<file path="src/rtl/core/windowed_detection_smoother_assert.svh">
// Assertion macros for the windowed detection smoother.
// Used by the top level only; expects i_clk and i_rst_n in scope.
`ifndef WINDOWED_DETECTION_SMOOTHER_ASSERT_SVH
`define WINDOWED_DETECTION_SMOOTHER_ASSERT_SVH
`ifndef SYNTHESIS
`define WDS_ASSERT_IMP(label, ante, cons) \
    label: assert property (@(posedge i_clk) disable iff (!i_rst_n) (ante) |-> (cons)) \
        else $error("windowed_detection_smoother: same-cycle check failed");
`define WDS_ASSERT_NXT(label, ante, cons) \
    label: assert property (@(posedge i_clk) disable iff (!i_rst_n) (ante) |=> (cons)) \
        else $error("windowed_detection_smoother: next-cycle check failed");
`else
`define WDS_ASSERT_IMP(label, ante, cons)
`define WDS_ASSERT_NXT(label, ante, cons)
`endif
`endif

</file>
<file path="src/rtl/core/wds_pkg.sv">
// Shared types and codes of the windowed detection smoother.
// No dependencies.
`timescale 1ns / 1ps
package wds_pkg;

    localparam logic [1:0] OP_VIEW = 2'd0;
    localparam logic [1:0] OP_DET  = 2'd1;
    localparam logic [1:0] OP_EOF  = 2'd2;
    localparam logic [1:0] OP_CLR  = 2'd3;

    localparam logic [1:0] KIND_VIEW = 2'd0;
    localparam logic [1:0] KIND_DET  = 2'd1;
    localparam logic [1:0] KIND_ERR  = 2'd2;

    localparam logic [1:0] CFG_WINDOW = 2'd0;
    localparam logic [1:0] CFG_THRESH = 2'd1;
    localparam logic [1:0] CFG_FRAC   = 2'd2;
    localparam logic [1:0] CFG_MASK   = 2'd3;

    localparam logic [4:0]  RST_WINDOW = 5'd16;
    localparam logic [15:0] RST_THRESH = 16'd26214;
    localparam logic [15:0] RST_FRAC   = 16'd26214;

    localparam logic [2:0] LAST_FIELD = 3'd4;

    typedef struct packed {
        logic [1:0]  operation;
        logic [2:0]  in_index;
        logic [15:0] in_score;
        logic [15:0] in_x;
        logic [15:0] in_y;
        logic [15:0] in_w;
        logic [15:0] in_h;
        logic [15:0] in_conf;
    } t_in;

    typedef struct packed {
        logic [1:0]  out_kind;
        logic [2:0]  view_class;
        logic [15:0] view_prob;
        logic [2:0]  out_label;
        logic [15:0] avg_x;
        logic [15:0] avg_y;
        logic [15:0] avg_w;
        logic [15:0] avg_h;
        logic [15:0] avg_conf;
        logic        last_result;
    } t_out;

    typedef struct packed {
        logic       accept;
        logic       view_wr;
        logic       box_wr;
        logic       rd;
        logic       vacc;
        logic       bacc;
        logic       acc_clr;
        logic       div_start;
        logic       div_view;
        logic       best_upd;
        logic       det_ld;
        logic       drop;
        logic       need_ld;
        logic       pend_view;
        logic       push_det;
        logic       push_fin;
        logic       err_out;
        logic [2:0] idx;
        logic [2:0] k;
    } t_cmd;

    typedef struct packed {
        logic eof;
        logic count_ok;
        logic out_free;
        logic div_done;
        logic mask_bit;
        logic cnt_gt_need;
    } t_stat;

endpackage

</file>
<file path="src/rtl/core/wds_ctrl.sv">
// Sequencer of the windowed detection smoother: walks the frame ring at end of frame.
// Depends on wds_pkg.
`timescale 1ns / 1ps
module wds_ctrl #(
    parameter int WINDOW_DEPTH  = 16,
    parameter int VIEW_CLASSES  = 8,
    parameter int LABEL_CLASSES = 8,
    parameter int SLOT_W        = 4
) (
    input  logic              i_clk,
    input  logic              i_rst_n,
    input  logic              i_in_valid,
    input  wds_pkg::t_stat    i_stat,
    input  logic [SLOT_W-1:0] i_len_last,
    output logic              o_in_ready,
    output wds_pkg::t_cmd     o_cmd,
    output logic [SLOT_W-1:0] o_row
);
    localparam logic [2:0] VIEW_LAST  = 3'(VIEW_CLASSES - 1);
    localparam logic [2:0] LABEL_LAST = 3'(LABEL_CLASSES - 1);

    localparam logic [4:0] S_IDLE  = 5'd0;
    localparam logic [4:0] S_CHECK = 5'd1;
    localparam logic [4:0] S_VWR   = 5'd2;
    localparam logic [4:0] S_VRD   = 5'd3;
    localparam logic [4:0] S_VACC  = 5'd4;
    localparam logic [4:0] S_VDST  = 5'd5;
    localparam logic [4:0] S_VDW   = 5'd6;
    localparam logic [4:0] S_BWR   = 5'd7;
    localparam logic [4:0] S_VOUT  = 5'd8;
    localparam logic [4:0] S_LAB   = 5'd9;
    localparam logic [4:0] S_BRD   = 5'd10;
    localparam logic [4:0] S_BACC  = 5'd11;
    localparam logic [4:0] S_BCHK  = 5'd12;
    localparam logic [4:0] S_BDST  = 5'd13;
    localparam logic [4:0] S_BDW   = 5'd14;
    localparam logic [4:0] S_BPUSH = 5'd15;
    localparam logic [4:0] S_FIN   = 5'd16;

    logic [4:0]        r_state, n_state;
    logic [2:0]        r_idx, n_idx, r_k, n_k;
    logic [SLOT_W-1:0] r_row, n_row;

    always_comb begin
        n_state    = r_state;
        n_idx      = r_idx;
        n_k        = r_k;
        n_row      = r_row;
        o_cmd      = '0;
        o_cmd.idx  = r_idx;
        o_cmd.k    = r_k;
        o_in_ready = 1'b0;
        unique case (r_state)
            S_IDLE: begin
                o_in_ready   = 1'b1;
                o_cmd.accept = i_in_valid;
                if (i_in_valid && i_stat.eof) n_state = S_CHECK;
            end
            S_CHECK: begin
                if (!i_stat.count_ok) begin
                    if (i_stat.out_free) begin
                        o_cmd.err_out = 1'b1;
                        o_cmd.drop    = 1'b1;
                        n_state       = S_IDLE;
                    end
                end else begin
                    n_idx   = '0;
                    n_state = S_VWR;
                end
            end
            S_VWR: begin
                o_cmd.view_wr = 1'b1;
                if (r_idx == VIEW_LAST) begin
                    n_idx         = '0;
                    n_row         = '0;
                    o_cmd.acc_clr = 1'b1;
                    n_state       = S_VRD;
                end else begin
                    n_idx = r_idx + 1'b1;
                end
            end
            S_VRD: begin
                o_cmd.rd = 1'b1;
                n_state  = S_VACC;
            end
            S_VACC: begin
                o_cmd.vacc = 1'b1;
                if (r_row == i_len_last) begin
                    n_state = S_VDST;
                end else begin
                    n_row   = r_row + 1'b1;
                    n_state = S_VRD;
                end
            end
            S_VDST: begin
                o_cmd.div_start = 1'b1;
                o_cmd.div_view  = 1'b1;
                n_state         = S_VDW;
            end
            S_VDW: begin
                if (i_stat.div_done) begin
                    o_cmd.best_upd = 1'b1;
                    if (r_idx == VIEW_LAST) begin
                        n_idx   = '0;
                        n_state = S_BWR;
                    end else begin
                        n_idx         = r_idx + 1'b1;
                        n_row         = '0;
                        o_cmd.acc_clr = 1'b1;
                        n_state       = S_VRD;
                    end
                end
            end
            S_BWR: begin
                o_cmd.box_wr = 1'b1;
                if (r_idx == LABEL_LAST) begin
                    o_cmd.drop    = 1'b1;
                    o_cmd.need_ld = 1'b1;
                    n_state       = S_VOUT;
                end else begin
                    n_idx = r_idx + 1'b1;
                end
            end
            S_VOUT: begin
                o_cmd.pend_view = 1'b1;
                n_idx           = '0;
                n_state         = S_LAB;
            end
            S_LAB: begin
                if (i_stat.mask_bit) begin
                    o_cmd.acc_clr = 1'b1;
                    n_row         = '0;
                    n_state       = S_BRD;
                end else if (r_idx == LABEL_LAST) begin
                    n_state = S_FIN;
                end else begin
                    n_idx = r_idx + 1'b1;
                end
            end
            S_BRD: begin
                o_cmd.rd = 1'b1;
                n_state  = S_BACC;
            end
            S_BACC: begin
                o_cmd.bacc = 1'b1;
                if (r_row == i_len_last) begin
                    n_state = S_BCHK;
                end else begin
                    n_row   = r_row + 1'b1;
                    n_state = S_BRD;
                end
            end
            S_BCHK: begin
                if (i_stat.cnt_gt_need) begin
                    n_k     = '0;
                    n_state = S_BDST;
                end else if (r_idx == LABEL_LAST) begin
                    n_state = S_FIN;
                end else begin
                    n_idx   = r_idx + 1'b1;
                    n_state = S_LAB;
                end
            end
            S_BDST: begin
                o_cmd.div_start = 1'b1;
                n_state         = S_BDW;
            end
            S_BDW: begin
                if (i_stat.div_done) begin
                    o_cmd.det_ld = 1'b1;
                    if (r_k == wds_pkg::LAST_FIELD) begin
                        n_state = S_BPUSH;
                    end else begin
                        n_k     = r_k + 1'b1;
                        n_state = S_BDST;
                    end
                end
            end
            S_BPUSH: begin
                if (i_stat.out_free) begin
                    o_cmd.push_det = 1'b1;
                    if (r_idx == LABEL_LAST) begin
                        n_state = S_FIN;
                    end else begin
                        n_idx   = r_idx + 1'b1;
                        n_state = S_LAB;
                    end
                end
            end
            S_FIN: begin
                if (i_stat.out_free) begin
                    o_cmd.push_fin = 1'b1;
                    n_state        = S_IDLE;
                end
            end
            default: n_state = S_IDLE;
        endcase
    end

    always_ff @(posedge i_clk) begin
        if (!i_rst_n) begin
            r_state <= S_IDLE;
            r_idx   <= '0;
            r_k     <= '0;
            r_row   <= '0;
        end else begin
            r_state <= n_state;
            r_idx   <= n_idx;
            r_k     <= n_k;
            r_row   <= n_row;
        end
    end

    assign o_row = r_row;
endmodule

</file>
<file path="config.mk">
export PLATFORM = sky130hd
export DESIGN_NAME = wds_ctrl
export DESIGN_NICKNAME = d
export VERILOG_FILES = /design/src/rtl/core/windowed_detection_smoother_assert.svh /design/src/rtl/core/wds_pkg.sv /design/src/rtl/core/wds_ctrl.sv
export SDC_FILE = /design/constraint.sdc
export NUM_CORES = 1
export LEC_CHECK = 0
export BUFFER_PORTS_ARGS = -buffer_cell sky130_fd_sc_hd__buf_4
export CORE_MARGIN = 2
export CORE_UTILIZATION = 55
export DETAILED_ROUTE_END_ITERATION = 8
export MAX_ROUTING_LAYER = met4
export PLACE_DENSITY = 0.94
export RECOVER_POWER = 50
export SYNTH_ARGS = -nofsm -noshare
export SYNTH_HDL_FRONTEND = slang
export SYNTH_SLANG_ARGS = --single-unit
</file>
<file path="constraint.sdc">
create_clock -name i_clk -period 3 [get_ports i_clk]
set_clock_uncertainty 0.05 [all_clocks]
set_input_delay 0.3 -clock i_clk [delete_from_list [all_inputs] [get_ports i_clk]]
set_output_delay 0.3 -clock i_clk [all_outputs]
set_load 0.02 [all_outputs]
</file>
-- After elaboration in Yosys (flattened, before gate mapping)
Cells that the tools add are included.
Widths: inputs -> output; s select.
- output and inout port bits: 28
- logic and storage cells: 114
- bits of input ports: 13
- register bits: 15
- mux-type cells: 61
- reduce and logical (&&, ||, !) cells: 12
- equal/unequal tests: 34
- add/subtract/negate cells: 3
- operator list (kind ; count):
    $pmux 5 s17 ; 1
    $mux 5 ; 12
    $eq 5x4->1 const B ; 8
    $mux 3 ; 13
    $ne 2x2->1 const B ; 14
    $pmux 3 s8 ; 1
    $mux 1 ; 23
    $eq 5x3->1 const B ; 4
    $mux 4 ; 5
    $pmux 4 s4 ; 1
    $reduce_and 6->1 ; 2
    $eq 5x2->1 const B ; 2
    $reduce_bool 8->1 ; 1
    $reduce_and 7->1 ; 1
    $add 3x1->3 const B ; 2
    $eq 3x3->1 const B ; 2
    $pmux 3 s2 ; 1
    $reduce_or 2->1 ; 3
    $eq 5x1->1 const B ; 1
    $eq 5x5->1 const B ; 1
    $logic_not 5->1 ; 1
    $add 4x1->4 const B ; 1
    $eq 4x4->1 ; 1
    $mux 2 ; 2
    7 further kinds ; 7

-- Logic depth before layout (Yosys ltp)
- word-level depth: 4
- gate-level depth with buffers: 8
- depth with buffers taken out: 7

-- Worst setup path before layout
OpenSTA, ideal clock, no wires.
- path type: register to register
- from: reg r_idx[0]
- to: reg r_state[4]
- period minus slack after synthesis: 2178 ps
- slack: 822 ps
- data arrival time: 2048 ps
- stages on the path, launching flop included: 9
- buffers on the path: 1
- library setup time: 80 ps
- required time: 2870 ps
- cells stage by stage: dfxtp_1 -> ha_1 -> ha_1 -> clkbuf_1 -> or3_1 -> o32ai_1 -> nor4b_1 -> nor2b_2 -> nor3b_1
- longest elaborated chain between the ends: 4
- elaborated cells between the ends (all ways): 9
- classes of those cells: eq/ne: 4; mux: 4; reduce/logical: 1
- ends and longest elaborated chain (element ; line ; RTL):
    start, declared ; wds_ctrl.sv:41 ; logic [2:0] r_idx, n_idx, r_k, n_k;
    start signal, assigned ; wds_ctrl.sv:208 ; r_idx <= n_idx;
    $eq 3x3->1 * ; n/a ;
    $mux 5 ; wds_ctrl.sv:157, wds_ctrl.sv:182 ;
    $mux 5 (on tied branches) ; wds_ctrl.sv:180, wds_ctrl.sv:154 ;
    $pmux 5 s17 ; wds_ctrl.sv:53 ; unique case (r_state)
    end signal, assigned ; wds_ctrl.sv:207 ; r_state <= n_state;
    end, declared ; wds_ctrl.sv:40 ; logic [4:0] r_state, n_state;
Mark *: on every way between the ends. The rest lies on a longest branch, timed or not. The select of a mux whose other input is x is not followed.
A chain may end at the register's enable or synchronous reset.

==> impl_metrics.toml <==
[die]
die_w_um = 57.1
dieHeight_um = 57.1
die-area_sq_mm = 0.00326
initial_utilization_pct = 57.2
ios = 41
core_area_sq_mm = 0.00271
rows = 19

[outcome]
outcome = "finished clean"

[timing]
tightest_slew_ns = 0.739
min_period_over_period_pct = 84.8
setup_viol_count_final = 0
finalMaxSlewViolations = 0
hold_viol_final = 0
fin_crit_ns = 2.54
setup_tns_ns = 0
grt_setup_unrepaired = "false"
clock.fmax_ghz = 0.393
maxSlewHeadroom_pct = 50.6

[layout]
n_antenna_cell = 0
final_common_cell = "nand2_1"
finalNetCount = 265
regArea_sq_um = 300
drive_gt1_share_pct = 17.6
area_growth_pct = 15.2
final_cell_mix = "nand2_1, buf_4, nor2_1"
multi_input_area_sq_mm = 0.00114
fillers = 257

[global_routing]
track_usage_pct = 24.7
antenna_found_initial = 0
grt_pass1_vias = 1451
gr-total-overflow = 0
grt_pass1_wl_um = 6310
grt_max_degree = 26

[critical_path]
critPathKind = "reg2out"
cp_slowest_cell = "dfxtp_1"
critPathMaxStageDelay_ns = 0.66
r2r-start = "r_state[2]$_SDFFE_PN0P_"
cp.required_ns = 2.65
cp_cell_sequence = "or3b_1 > or2_2 > inv_1 > and2_1 > or2_2 > buf_4"
cpMostUsedCell = "or2_2"
cp.arrival_ns = 2.19
crit_path_end_kind = "output pin"
startpoint = "r_state[2]$_SDFFE_PN0P_"
setup.worst_path.start_class = "flip-flop"
cp_top_family = "simple AND/OR/NAND/NOR gates"
cp_num_cells = 6
rr_worst_depth = 6
worstPathMaxFanout = 18
cp.buffers_inverters = 2

[worst_hold_path]
holdPathStages = 3
worstHoldStart = "i_stat[2]"
min_path_type = "in2reg"

[synthesis]
seq_area_frac_synth_pct = 19.4
syn-cell-area_sq_mm = 0.00155
yosys_warnings = 0
avgSynthCellArea_sq_um = 7.25
synthFlopType = "dfxtp_1"
ys_seq_elements = 15
synth-async-reset-ratio_pct = 0
synth_edf_count = 0
synth_nets = 233
synth.distinct_cells = 59
synth_cells = 214

[pwr]
p_leak_nw = 0.704
total_power_mw = 0.831
p_per_area_mw_per_mm2 = 465
ir_drop_v = 0.000454

[routing]
vias = 1703
wl_per_cell_um = 14.3
first_pass_iters = 4
ant_nets = 0
route.detailed.drc = 0
drtIter0Drc = 96
drt-total-wl_um = 3940
via_per_inst = 6.17

[clock_network]
clk_pin_slew_ns = 0.09
ctsResizeCount = 0
cts.sinks = 15
htree_levels = 1
cts_tree = "built"
postCtsSetupBuffers = 0
ctsHoldBuffers = 0
root_buffer = "clkbuf_4"
worstSkewPairLatency_ns = 0.28
clockBufferDepth = 2
numCtsBuffers = 3

[placed_design]
hpwlAfterDp_um = 2930
gp_congestion = 0.920
io_buffers = 40

[job]
max-cap-violations = 0
tightest hold or removal path: stages:
cell,delay [ns]
buf_4,0.13
o21a_1,0.11
o22ai_1,0.05
power breakdown:
part	switching, mW	internal [mW]	leakage [nW]
logic	0.242	0.197	0.568
clock network	0.0661	0.0516	0.0150
registers	0.0601	0.214	0.121
final timing paths:
check	endpoint	slack, ns
worst max register to register	r_state[1]$_SDFFE_PN0P_	0.60
worst min-delay path	r_k[1]$_SDFFE_PN0P_	0.31
worst max-delay path	o_cmd[11]	0.46
worst min register to register	r_idx[0]$_SDFFE_PN0P_	0.45
final cells by class:
type	count	area share (%)
well taps	31	2.17
repair buffers	43	14.5
clock buffers	4	1.47
flip-flops and latches	15	16.8
multi-input cells	177	63.8
inverters	6	1.26
stage by stage:
step                      area, sq um  hold slack [ns]  instances  setup WS [ns]  utilization (%)
final                            1790            0.311        276          0.456             66.0
after detailed placement         1830            0.434        272          0.800             67.5
after global routing             1790            0.302        276          0.287             66.0
after global placement           1830            0.425        272          0.844             67.5
after CTS                        1860            0.304        276          0.475             68.5
after floorplan                  1550            0.457        214          0.822                -
synth_stat cells, drive strengths merged, types with 3 or more instances:
| master | count | area share [%] |
|---|---|---|
| a21oi | 11 | 4.5 |
| a31oi | 3 | 1.2 |
| and2 | 4 | 1.6 |
| and3 | 5 | 2.0 |
| buf | 9 | 3.6 |
| clkbuf | 7 | 1.7 |
| dfxtp | 15 | 19 |
| ha | 6 | 4.8 |
| inv | 6 | 1.5 |
| mux2i | 6 | 3.9 |
| nand2 | 30 | 7.3 |
| nand2b | 5 | 2.0 |
| nand3 | 7 | 2.3 |
| nand3b | 4 | 1.9 |
| nand4 | 3 | 1.2 |
| nor2 | 19 | 4.6 |
| nor2b | 4 | 1.8 |
| nor3 | 4 | 1.6 |
| nor3b | 3 | 1.5 |
| o21ai | 8 | 2.6 |
| o22ai | 5 | 2.0 |
| or2 | 5 | 2.0 |
| or3 | 4 | 1.6 |
| or3b | 3 | 2.0 |
| xnor2 | 5 | 2.8 |
routing by layer:
| layer | up-vias | global-route usage (%) | wire length [um] |
|---|---|---|---|
| li1 | 847 | - | - |
| met1 | 759 | 31.2 | 1680 |
| met2 | 87 | 37.9 | 1830 |
| met3 | 10 | 4.99 | 352 |
| met4 | 0 | 11.3 | 75 |
| met5 | - | - | 0 |
cells by family after synthesis:
| logic type | synth area share, % |
|---|---|
| adder cells (fa/ha/maj) | 4.84 |
| XOR/XNOR | 2.82 |
| AND/OR/NAND/NOR | 40.1 |
| AO/OA/AOI/OAI | 21.5 |
| buffers and inverters | 6.77 |
| multiplexers | 4.60 |
| flip-flops | 19.4 |
sequential cells by signal (all words and copies together) (netlist names):
register and cells:
r_k 3, o_row 4, r_state 5, r_idx 3
No activity file was read; power rests on OpenSTA's default activity.
